`config.mk`:
```
export PLATFORM = sky130hd
export DESIGN_NAME = gregorian_day_number_date_shift_unit
export DESIGN_NICKNAME = d
export VERILOG_FILES = /design/src/rtl/gdn_pkg.sv /design/src/rtl/gregorian_day_number_date_shift_unit.sv /design/src/rtl/gdn_date_split.sv
export SDC_FILE = /design/constraint.sdc
export NUM_CORES = 2
export LEC_CHECK = 0
export BUFFER_PORTS_ARGS = -buffer_cell sky130_fd_sc_hd__clkbuf_2
export CAP_MARGIN = 20
export CORE_MARGIN = 2
export CORE_UTILIZATION = 41
export DETAILED_ROUTE_END_ITERATION = 6
export PLACE_DENSITY_LB_ADDON = 0.25
export SLEW_MARGIN = 20
export SYNTH_ARGS = -nofsm -noshare
export SYNTH_HDL_FRONTEND = slang
export SYNTH_SLANG_ARGS = --single-unit
```
`constraint.sdc`:
```
create_clock -name clock -period 23.9 [get_ports clock]
set_clock_uncertainty 0.1 [all_clocks]
set_input_delay 1.195 -clock clock [delete_from_list [all_inputs] [get_ports clock]]
set_output_delay 1.195 -clock clock [all_outputs]
set_load 0.02 [all_outputs]
```
`src/rtl/gdn_pkg.sv`:
```
package gdn_pkg;

   // Field widths of the request and response words.
   localparam int DAY_W  = 5;
   localparam int MON_W  = 4;
   localparam int YEAR_W = 14;
   localparam int OFF_W  = 24;
   localparam int JDN_W  = 23;
   localparam int WKD_W  = 3;

   // Internal widths: signed shifted day number, day count from the March-based
   // epoch, day of era, year of era and day of year.
   localparam int SUM_W  = 26;
   localparam int ZDAY_W = 22;
   localparam int DOE_W  = 18;
   localparam int YOE_W  = 9;
   localparam int DOY_W  = 9;
   localparam int ERA_W  = 5;

   // Pipeline layout. Stage CHK_STG decides the status, the weekday and the
   // date split start at INV_FIRST, and the last stage is the output register.
   localparam int NSTG      = 13;
   localparam int CHK_STG   = 3;
   localparam int INV_FIRST = 4;
   localparam int WKD_STG   = 5;
   localparam int INV_STG   = NSTG - INV_FIRST;

   typedef enum logic [1:0] {
      STATUS_OK       = 2'd0,
      STATUS_BAD_DATE = 2'd1,
      STATUS_RANGE    = 2'd2
   } status_type;

   // Calendar constants.
   localparam int unsigned YEAR_MAX   = 9999;
   localparam int unsigned JDN_FIRST  = 1721426;
   localparam int unsigned JDN_LAST   = 5373484;
   localparam int unsigned MARCH_ZERO = 1721120;  // day number of 1 March, year 0
   localparam int unsigned JDN_BIAS   = 32045;
   localparam int unsigned YEAR_BIAS  = 4800;
   localparam int unsigned CENT_BIAS  = 48;       // YEAR_BIAS / 100
   localparam int unsigned DAYS_ERA   = 146097;
   localparam int unsigned DAYS_4Y    = 1460;
   localparam int unsigned DAYS_CENT  = 36524;
   localparam int unsigned DAYS_YEAR  = 365;
   localparam int unsigned CENT_LEN   = 100;
   localparam int unsigned ERA_YEARS  = 400;

   // Reciprocals for division by a constant: q = (x * C) >> S, exact when
   // divisor * max(x) <= 2**S.
   localparam int R100_S  = 21;
   localparam int R100_CW = 15;
   localparam longint unsigned R100_C = ((64'd1 << R100_S) + 64'd99) / 64'd100;

   localparam int RE_S  = 40;
   localparam int RE_CW = 23;
   localparam longint unsigned RE_C = ((64'd1 << RE_S) + 64'd146096) / 64'd146097;

   localparam int R1460_S  = 29;
   localparam int R1460_CW = 19;
   localparam longint unsigned R1460_C = ((64'd1 << R1460_S) + 64'd1459) / 64'd1460;

   localparam int R365_S  = 27;
   localparam int R365_CW = 19;
   localparam longint unsigned R365_C = ((64'd1 << R365_S) + 64'd364) / 64'd365;

   localparam int R100B_S  = 16;
   localparam int R100B_CW = 10;
   localparam longint unsigned R100B_C = ((64'd1 << R100B_S) + 64'd99) / 64'd100;

   localparam int R153_S  = 20;
   localparam int R153_CW = 13;
   localparam longint unsigned R153_C = ((64'd1 << R153_S) + 64'd152) / 64'd153;

   localparam int R7_S  = 26;
   localparam int R7_CW = 24;
   localparam longint unsigned R7_C = ((64'd1 << R7_S) + 64'd6) / 64'd7;

   // Days before the start of a month in a year that begins on 1 March.
   function automatic logic [8:0] month_start(input logic [3:0] mp);
      logic [8:0] days;
      case (mp)
         4'd0:    days = 9'd0;
         4'd1:    days = 9'd31;
         4'd2:    days = 9'd61;
         4'd3:    days = 9'd92;
         4'd4:    days = 9'd122;
         4'd5:    days = 9'd153;
         4'd6:    days = 9'd184;
         4'd7:    days = 9'd214;
         4'd8:    days = 9'd245;
         4'd9:    days = 9'd275;
         4'd10:   days = 9'd306;
         4'd11:   days = 9'd337;
         default: days = 9'd0;
      endcase
      return days;
   endfunction

endpackage

```
`src/rtl/gregorian_day_number_date_shift_unit.sv`:
```
// Gregorian date shift unit.
// A request word carries a calendar date (day, month, year) and a signed day
// offset. The response word gives the Julian day number of the date, the date
// that lies the offset away, its weekday (0 Sunday) and a status: ok, invalid
// input date, or shifted date outside the years 1 to 9999. On an invalid date
// all other fields read zero; on a shifted date out of range only the day
// number is kept.
// Both channels use valid/ready; a word moves on a clock edge where both are
// high. A word is accepted at most once per cycle. The unit is a
// thirteen-stage pipeline with a valid bit per stage, so one word per cycle
// is sustained while rsp_ready is high. When the receiver holds rsp_ready
// low, the output word stays and stages behind it keep filling up to the
// first full stage; req_ready drops only once every stage holds a word.
// A synchronous reset empties the pipeline; words in flight are dropped.
module gregorian_day_number_date_shift_unit
   import gdn_pkg::*;
(
   input  logic              clock,
   input  logic              reset,
   input  logic              req_valid,
   output logic              req_ready,
   input  logic [DAY_W-1:0]  req_in_day,
   input  logic [MON_W-1:0]  req_in_month,
   input  logic [YEAR_W-1:0] req_in_year,
   input  logic [OFF_W-1:0]  req_offset_days,
   output logic              rsp_valid,
   input  logic              rsp_ready,
   output logic [JDN_W-1:0]  rsp_day_number,
   output logic [DAY_W-1:0]  rsp_out_day,
   output logic [MON_W-1:0]  rsp_out_month,
   output logic [YEAR_W-1:0] rsp_out_year,
   output logic [WKD_W-1:0]  rsp_weekday,
   output logic [1:0]        rsp_status
);

   localparam int CentPW = YEAR_W + R100_CW;
   localparam int WkPW   = JDN_W + R7_CW;

   // Pipeline control: a stage loads when rsp_ready is high or when it or any
   // stage ahead of it up to the output is empty.
   logic [NSTG-1:0] vld_ff;
   logic [NSTG-1:0] adv;

   for (genvar g = 0; g < NSTG; g++) begin : g_adv
      assign adv[g] = rsp_ready || !(&vld_ff[NSTG-1:g]);
   end

   always_ff @(posedge clock) begin
      if (reset) begin
         vld_ff <= '0;
      end else begin
         if (adv[0]) vld_ff[0] <= req_valid;
         for (int k = 1; k < NSTG; k++) begin
            if (adv[k]) vld_ff[k] <= vld_ff[k-1];
         end
      end
   end

   assign req_ready = adv[0];
   assign rsp_valid = vld_ff[NSTG-1];

   // Stage 0: capture the word and divide the year by 100.
   logic [CentPW-1:0] cent_prod;
   logic [DAY_W-1:0]  d0_ff;
   logic [MON_W-1:0]  m0_ff;
   logic [YEAR_W-1:0] y0_ff;
   logic [OFF_W-1:0]  off0_ff;
   logic [7:0]        q100_0_ff;

   assign cent_prod = CentPW'(req_in_year) * CentPW'(R100_C);

   always_ff @(posedge clock) begin
      if (adv[0]) begin
         d0_ff     <= req_in_day;
         m0_ff     <= req_in_month;
         y0_ff     <= req_in_year;
         off0_ff   <= req_offset_days;
         q100_0_ff <= cent_prod[R100_S+7:R100_S];
      end
   end

   // Stage 1: date check and the two halves of the day number sum.
   logic [YEAR_W:0]   cent_y;
   logic              y_exact;
   logic              leap;
   logic [DAY_W-1:0]  mlen;
   logic              date_ok;
   logic              early;
   logic [3:0]        mar_mon;
   logic [YEAR_W:0]   yd;
   logic [7:0]        qd;
   logic              ok1_ff;
   logic [JDN_W:0]    p1_1_ff;
   logic [10:0]       p2_1_ff;
   logic [OFF_W-1:0]  off1_ff;

   assign cent_y  = (YEAR_W+1)'(q100_0_ff) * (YEAR_W+1)'(CENT_LEN);
   assign y_exact = ((YEAR_W+1)'(y0_ff) == cent_y);
   assign leap    = (y0_ff[1:0] == 2'b00) && (!y_exact || q100_0_ff[1:0] == 2'b00);

   always_comb begin
      case (m0_ff) inside
         4'd2:                   mlen = leap ? 5'd29 : 5'd28;
         4'd4, 4'd6, 4'd9, 4'd11: mlen = 5'd30;
         default:                mlen = 5'd31;
      endcase
   end

   assign date_ok = (y0_ff != '0) && (y0_ff <= YEAR_W'(YEAR_MAX))
                 && (m0_ff != '0) && (m0_ff <= 4'd12)
                 && (d0_ff != '0) && (d0_ff <= mlen);

   // January and February count as months 10 and 11 of the previous year.
   assign early   = (m0_ff <= 4'd2);
   assign mar_mon = early ? m0_ff + 4'd9 : m0_ff - 4'd3;
   assign yd      = (YEAR_W+1)'(y0_ff) + (YEAR_W+1)'(YEAR_BIAS) - (YEAR_W+1)'(early);
   assign qd      = q100_0_ff - 8'(early && y_exact) + 8'(CENT_BIAS);

   always_ff @(posedge clock) begin
      if (adv[1]) begin
         ok1_ff  <= date_ok;
         p1_1_ff <= (JDN_W+1)'(yd) * (JDN_W+1)'(DAYS_YEAR) + (JDN_W+1)'(yd >> 2)
                  - (JDN_W+1)'(JDN_BIAS);
         p2_1_ff <= 11'(month_start(mar_mon)) + 11'(d0_ff) + 11'(qd >> 2) - 11'(qd);
         off1_ff <= off0_ff;
      end
   end

   // Stage 2: day number of the input date and the shifted day number.
   logic              ok2_ff;
   logic [JDN_W-1:0]  jdn2_ff;
   logic signed [SUM_W-1:0] sum2_ff;
   logic [JDN_W:0]    jdn_sum;

   assign jdn_sum = p1_1_ff + {{(JDN_W-10){p2_1_ff[10]}}, p2_1_ff};

   always_ff @(posedge clock) begin
      if (adv[2]) begin
         ok2_ff  <= ok1_ff;
         jdn2_ff <= jdn_sum[JDN_W-1:0];
         sum2_ff <= $signed({{(SUM_W-JDN_W-1){1'b0}}, jdn_sum})
                  + $signed({{(SUM_W-OFF_W){off1_ff[OFF_W-1]}}, off1_ff});
      end
   end

   // Stage 3: status and the values the date split and weekday start from.
   logic              in_range;
   status_type        st_in;
   logic [JDN_W-1:0]  jdn_ff [CHK_STG:NSTG-1];
   status_type        st_ff  [CHK_STG:NSTG-1];
   logic [ZDAY_W-1:0] z3_ff;
   logic [JDN_W-1:0]  wkx3_ff;

   assign in_range = (sum2_ff >= $signed(SUM_W'(JDN_FIRST)))
                  && (sum2_ff <= $signed(SUM_W'(JDN_LAST)));

   always_comb begin
      if (!ok2_ff)        st_in = STATUS_BAD_DATE;
      else if (!in_range) st_in = STATUS_RANGE;
      else                st_in = STATUS_OK;
   end

   always_ff @(posedge clock) begin
      if (adv[CHK_STG]) begin
         jdn_ff[CHK_STG] <= jdn2_ff;
         st_ff[CHK_STG]  <= st_in;
         z3_ff           <= ZDAY_W'(sum2_ff - $signed(SUM_W'(MARCH_ZERO)));
         wkx3_ff         <= JDN_W'(sum2_ff + $signed(SUM_W'(1)));
      end
      for (int k = CHK_STG + 1; k < NSTG; k++) begin
         if (adv[k]) begin
            jdn_ff[k] <= jdn_ff[k-1];
            st_ff[k]  <= st_ff[k-1];
         end
      end
   end

   // Weekday: (day number + 1) mod 7 gives 0 for Sunday.
   logic [WkPW-1:0]  wk_prod;
   logic [JDN_W-1:0] wkx4_ff;
   logic [20:0]      q7_4_ff;
   logic [WKD_W-1:0] wkd_ff [WKD_STG:NSTG-1];

   assign wk_prod = WkPW'(wkx3_ff) * WkPW'(R7_C);

   always_ff @(posedge clock) begin
      if (adv[INV_FIRST]) begin
         wkx4_ff <= wkx3_ff;
         q7_4_ff <= wk_prod[R7_S+20:R7_S];
      end
      if (adv[WKD_STG]) begin
         wkd_ff[WKD_STG] <= WKD_W'(wkx4_ff - JDN_W'(JDN_W'(q7_4_ff) * JDN_W'(7)));
      end
      for (int k = WKD_STG + 1; k < NSTG; k++) begin
         if (adv[k]) wkd_ff[k] <= wkd_ff[k-1];
      end
   end

   // Day number back to a calendar date.
   logic [DAY_W-1:0]  sp_day;
   logic [MON_W-1:0]  sp_month;
   logic [YEAR_W-1:0] sp_year;

   gdn_date_split u_split (
      .clock (clock),
      .adv   (adv[NSTG-1:INV_FIRST]),
      .z     (z3_ff),
      .day   (sp_day),
      .month (sp_month),
      .year  (sp_year)
   );

   // Response word: fields that do not apply to the status read zero.
   logic out_ok;

   assign out_ok         = (st_ff[NSTG-1] == STATUS_OK);
   assign rsp_status     = st_ff[NSTG-1];
   assign rsp_day_number = (st_ff[NSTG-1] == STATUS_BAD_DATE) ? '0 : jdn_ff[NSTG-1];
   assign rsp_out_day    = out_ok ? sp_day : '0;
   assign rsp_out_month  = out_ok ? sp_month : '0;
   assign rsp_out_year   = out_ok ? sp_year : '0;
   assign rsp_weekday    = out_ok ? wkd_ff[NSTG-1] : '0;

endmodule

```
`src/rtl/gdn_date_split.sv`:
```
module gdn_date_split
   import gdn_pkg::*;
(
   input  logic               clock,
   input  logic [INV_STG-1:0] adv,
   input  logic [ZDAY_W-1:0]  z,
   output logic [DAY_W-1:0]   day,
   output logic [MON_W-1:0]   month,
   output logic [YEAR_W-1:0]  year
);

   localparam int EraPW  = ZDAY_W + RE_CW;
   localparam int Q4yPW  = DOE_W + R1460_CW;
   localparam int YoePW  = DOE_W + R365_CW;
   localparam int YqPW   = YOE_W + R100B_CW;
   localparam int NumW   = 12;
   localparam int MpPW   = NumW + R153_CW;

   // Stage 0: era = z / 146097.
   logic [EraPW-1:0]  era_prod;
   logic [ERA_W-1:0]  era0_ff;
   logic [ZDAY_W-1:0] z0_ff;

   assign era_prod = EraPW'(z) * EraPW'(RE_C);

   always_ff @(posedge clock) begin
      if (adv[0]) begin
         era0_ff <= era_prod[RE_S+ERA_W-1:RE_S];
         z0_ff   <= z;
      end
   end

   // Stage 1: day of era.
   logic [DOE_W-1:0] doe1_ff;
   logic [ERA_W-1:0] era1_ff;

   always_ff @(posedge clock) begin
      if (adv[1]) begin
         doe1_ff <= DOE_W'(z0_ff - ZDAY_W'(ZDAY_W'(era0_ff) * ZDAY_W'(DAYS_ERA)));
         era1_ff <= era0_ff;
      end
   end

   // Stage 2: four-year, century and era corrections of the day of era.
   logic [Q4yPW-1:0] q4y_prod;
   logic [2:0]       cent_cnt;
   logic [7:0]       q4y2_ff;
   logic [2:0]       cent2_ff;
   logic             last2_ff;
   logic [DOE_W-1:0] doe2_ff;
   logic [ERA_W-1:0] era2_ff;

   assign q4y_prod = Q4yPW'(doe1_ff) * Q4yPW'(R1460_C);
   assign cent_cnt = 3'(doe1_ff >= DOE_W'(DAYS_CENT))
                   + 3'(doe1_ff >= DOE_W'(2 * DAYS_CENT))
                   + 3'(doe1_ff >= DOE_W'(3 * DAYS_CENT))
                   + 3'(doe1_ff >= DOE_W'(4 * DAYS_CENT));

   always_ff @(posedge clock) begin
      if (adv[2]) begin
         q4y2_ff  <= q4y_prod[R1460_S+7:R1460_S];
         cent2_ff <= cent_cnt;
         last2_ff <= (doe1_ff == DOE_W'(DAYS_ERA - 1));
         doe2_ff  <= doe1_ff;
         era2_ff  <= era1_ff;
      end
   end

   // Stage 3: numerator of the year-of-era division.
   logic [DOE_W-1:0] ynum3_ff;
   logic [DOE_W-1:0] doe3_ff;
   logic [ERA_W-1:0] era3_ff;

   always_ff @(posedge clock) begin
      if (adv[3]) begin
         ynum3_ff <= doe2_ff - DOE_W'(q4y2_ff) + DOE_W'(cent2_ff) - DOE_W'(last2_ff);
         doe3_ff  <= doe2_ff;
         era3_ff  <= era2_ff;
      end
   end

   // Stage 4: year of era.
   logic [YoePW-1:0] yoe_prod;
   logic [YOE_W-1:0] yoe4_ff;
   logic [DOE_W-1:0] doe4_ff;
   logic [ERA_W-1:0] era4_ff;

   assign yoe_prod = YoePW'(ynum3_ff) * YoePW'(R365_C);

   always_ff @(posedge clock) begin
      if (adv[4]) begin
         yoe4_ff <= yoe_prod[R365_S+YOE_W-1:R365_S];
         doe4_ff <= doe3_ff;
         era4_ff <= era3_ff;
      end
   end

   // Stage 5: days in the whole years of the era.
   logic [YqPW-1:0]  yq_prod;
   logic [1:0]       yq5_ff;
   logic [DOE_W-1:0] ypart5_ff;
   logic [YOE_W-1:0] yoe5_ff;
   logic [DOE_W-1:0] doe5_ff;
   logic [ERA_W-1:0] era5_ff;

   assign yq_prod = YqPW'(yoe4_ff) * YqPW'(R100B_C);

   always_ff @(posedge clock) begin
      if (adv[5]) begin
         yq5_ff    <= yq_prod[R100B_S+1:R100B_S];
         ypart5_ff <= DOE_W'(yoe4_ff) * DOE_W'(DAYS_YEAR) + DOE_W'(yoe4_ff >> 2);
         yoe5_ff   <= yoe4_ff;
         doe5_ff   <= doe4_ff;
         era5_ff   <= era4_ff;
      end
   end

   // Stage 6: day of the March-based year.
   logic [DOY_W-1:0] doy6_ff;
   logic [YOE_W-1:0] yoe6_ff;
   logic [ERA_W-1:0] era6_ff;

   always_ff @(posedge clock) begin
      if (adv[6]) begin
         doy6_ff <= DOY_W'(doe5_ff - ypart5_ff + DOE_W'(yq5_ff));
         yoe6_ff <= yoe5_ff;
         era6_ff <= era5_ff;
      end
   end

   // Stage 7: month index counted from March.
   logic [NumW-1:0]  mp_num;
   logic [MpPW-1:0]  mp_prod;
   logic [3:0]       mp7_ff;
   logic [DOY_W-1:0] doy7_ff;
   logic [YOE_W-1:0] yoe7_ff;
   logic [ERA_W-1:0] era7_ff;

   assign mp_num  = NumW'(doy6_ff) * NumW'(5) + NumW'(2);
   assign mp_prod = MpPW'(mp_num) * MpPW'(R153_C);

   always_ff @(posedge clock) begin
      if (adv[7]) begin
         mp7_ff  <= mp_prod[R153_S+3:R153_S];
         doy7_ff <= doy6_ff;
         yoe7_ff <= yoe6_ff;
         era7_ff <= era6_ff;
      end
   end

   // Stage 8: calendar day, month and year. January and February belong to
   // the following calendar year.
   logic early;

   assign early = (mp7_ff >= 4'd10);

   always_ff @(posedge clock) begin
      if (adv[8]) begin
         day   <= DAY_W'(doy7_ff - month_start(mp7_ff) + DOY_W'(1));
         month <= early ? mp7_ff - 4'd9 : mp7_ff + 4'd3;
         year  <= YEAR_W'(yoe7_ff) + YEAR_W'(era7_ff) * YEAR_W'(ERA_YEARS)
                + YEAR_W'(early);
      end
   end

endmodule

```
==> reports/qor.yml <==
status: "finished clean"
placed_area_sq_um: 68600
drt-total-wl_microns: 127000
synthArstFlopShare: 0
holdBufCountCts: 0
final_nets: 7438
final_cell_mix: "ha_1, inv_1, edfxtp_1"
r2r_start: "m0_ff[0]"
yosysTopAreaCell: "edfxtp_1"
holdCritPathClass: "reg -> reg"
final_cell_area_sq_um: 71200
synth_flop_cell: "edfxtp_1"
crit_type: "reg -> reg"
fp.dieH_microns: 403
cts_resized: 0
hold_depth: 0
die_x_microns: 403
htreeDepth: 3
r2r_end: "p1_1_ff[19]"
numCtsBuffers: 83
hpwlAfterDp_microns: 105000
die-area_sq_um: 163000
vias_per_cell: 4.84
period_share: 0.362
grt_pass1_vias: 39700
layout_commonest_cell: "ha_1"
ys_types: 77
crit_required_ns: 24.21
grt_pass1_wl_microns: 211000
period_needed_ns: 8.66
hold_viol_final: 0
port_buffers: 103
worst_pin_slew_ns: 1.04
clk_latency_ns: 0.68
drive_above_1_share: 0.0494
hold_end: "jdn_ff[0][141]"
drv_cap: 0
postSynthAreaPerCell_sq_um: 12.4
setup_viol: 0
clockBufferDepth: 3
yosysTopAreaCellShare: 0.335
slew_viol_final: 0
maxSlewHeadroom: 0.298
ant_nets: 0
gp_congestion: 0.829
routedWlPerCell_microns: 16.7
synth_seq_cells: 747
max_freq_mhz: 115
fp-row-count: 146
startpoint_type: "register"
track_usage: 0.163
worstPathMaxFanout: 13
worstRegToRegCells: 29
drc: 0
synthesis.nets: 7259
fillers: 14400
reg2reg_slack_ns: 15.24
setup_tns_ns: 0
synth_edf_count: 729
drt_iter0_markers: 1438
root_buffer: "clkbuf_16"
critPathSlowestCell: "a2111oi_0"
path_buf_inv: 4
clock_sinks: 747
cts_tree: "yes"
core_area_sq_um: 158000
syn_inst: 5281
synth_area_sq_um: 65400
path_delay_family: "adder cells"
antenna_found_initial: 1
synthTopCellsByArea: "edfxtp_1, ha_1, fa_1"
area_growth_pct: 8.87
ys.warnings.count: 0
hold-worst-slack_ns: 0.280
cp.arrival_ns: 8.97
post_cts_buffers: 0
pin_count: 104
cpPeakStageDelay_ns: 0.60
start_util: 0.413
hp-start: "jdn_ff[0][118]"
vias: 36800
rsz0062_at_grt: "no"
gr-total-overflow: 0
yosysSeqAreaShare: 0.340
end_kind: "register"
grt_max_degree: 64
cp_common_cell: "fa_1"
path_clk_slew_ns: 0.06
drt-pass1-iter-count: 6
-- flip-flops by register name (all words and copies together), names as in the netlist, 11 cells and up, named ones only --
| register | flops |
|---|---|
| jdn_ff | 230 |
| sum2_ff | 26 |
| off0_ff | 24 |
| off1_ff | 24 |
| p1_1_ff | 24 |
| wkd_ff | 24 |
| jdn2_ff | 23 |
| wkx3_ff | 23 |
| z3_ff | 22 |
| st_ff | 20 |
| u_split.doe1_ff | 18 |
| u_split.doe2_ff | 18 |
| u_split.ynum3_ff | 18 |
| u_split.z0_ff | 18 |
| u_split.year | 14 |
| y0_ff | 14 |
| vld_ff | 13 |
| p2_1_ff | 11 |
-- cells by family after synthesis --
| kind of cell | count (synthesis) | share of synthesized area |
|---|---|---|
| adders and majority gates | 1927 | 0.449 |
| buffers and inverters | 1139 | 0.0655 |
| DFF | 747 | 0.340 |
| and+or+nand+nor | 592 | 0.0462 |
| AOI/OAI and AO/OA | 569 | 0.0576 |
| xor gates and xnor gates | 295 | 0.0395 |
| muxes | 12 | 0.00195 |
-- metrics by stage --
step                instances   util  setup slack, ns
global placement         7447  0.433            15.26
CTS                      7600  0.450            15.24
finish                   7601  0.450            15.24
floorplan                5281      -            16.27
global route             7600  0.450            14.52
detailed placement       7447  0.433            15.27
-- Yosys cell counts (8+ instances only) --
cell type	n
or3_1	11
and2_1	67
a31oi_1	22
a211oi_1	24
nor2b_1	25
a21oi_1	165
o21a_1	29
or2_2	8
o211ai_1	11
xor2_1	87
a2111oi_0	10
a21o_1	80
fa_1	700
nor2_1	141
and3_1	35
nand2b_1	27
edfxtp_1	729
a211o_1	9
o21bai_1	28
xnor2_1	208
nand4_1	24
o21ai_0	92
inv_1	1112
o31ai_1	15
nor4b_1	9
ha_1	1227
nor3_1	53
mux2i_1	9
a21boi_0	10
nand3_1	62
nand2_1	102
clkbuf_1	23
dfxtp_1	18
-- final cells by class --
type                            count  area (sq um)  area share
Clock inverter                     55           497     0.00698
Tap cell                         2072          2590      0.0364
Timing Repair Buffer              120           643     0.00903
Inverter                         1113          4180      0.0587
Sequential cell                   747         22300       0.313
Multi-Input combinational cell   3395         38900       0.546
Antenna cell                        1          2.50   0.0000351
Clock buffer                       98          2130      0.0300
-- how the worst max path moves through the flow --
stage                        endpoint  slack [ns]  cells past startpoint  startpoint
after floorplan           p1_1_ff[19]       16.27                     28    m0_ff[0]
after global placement    p1_1_ff[19]       15.26                     29    m0_ff[0]
after detailed placement  p1_1_ff[19]       15.27                     29    m0_ff[0]
after CTS                 p1_1_ff[19]       15.24                     28    m0_ff[0]
after global routing      p1_1_ff[19]       14.52                     29    m0_ff[0]
final                     p1_1_ff[19]       15.24                     29    m0_ff[0]
-- per-layer routing --
metal	wire (microns)	track usage
met5	0	0
met4	3030	0.0405
met3	3090	0.0184
met2	63700	0.288
met1	57400	0.214
Power is left out: the tool's default activity adds up to more than one toggle a clock period on the data nets, which glitch-free logic cannot reach.
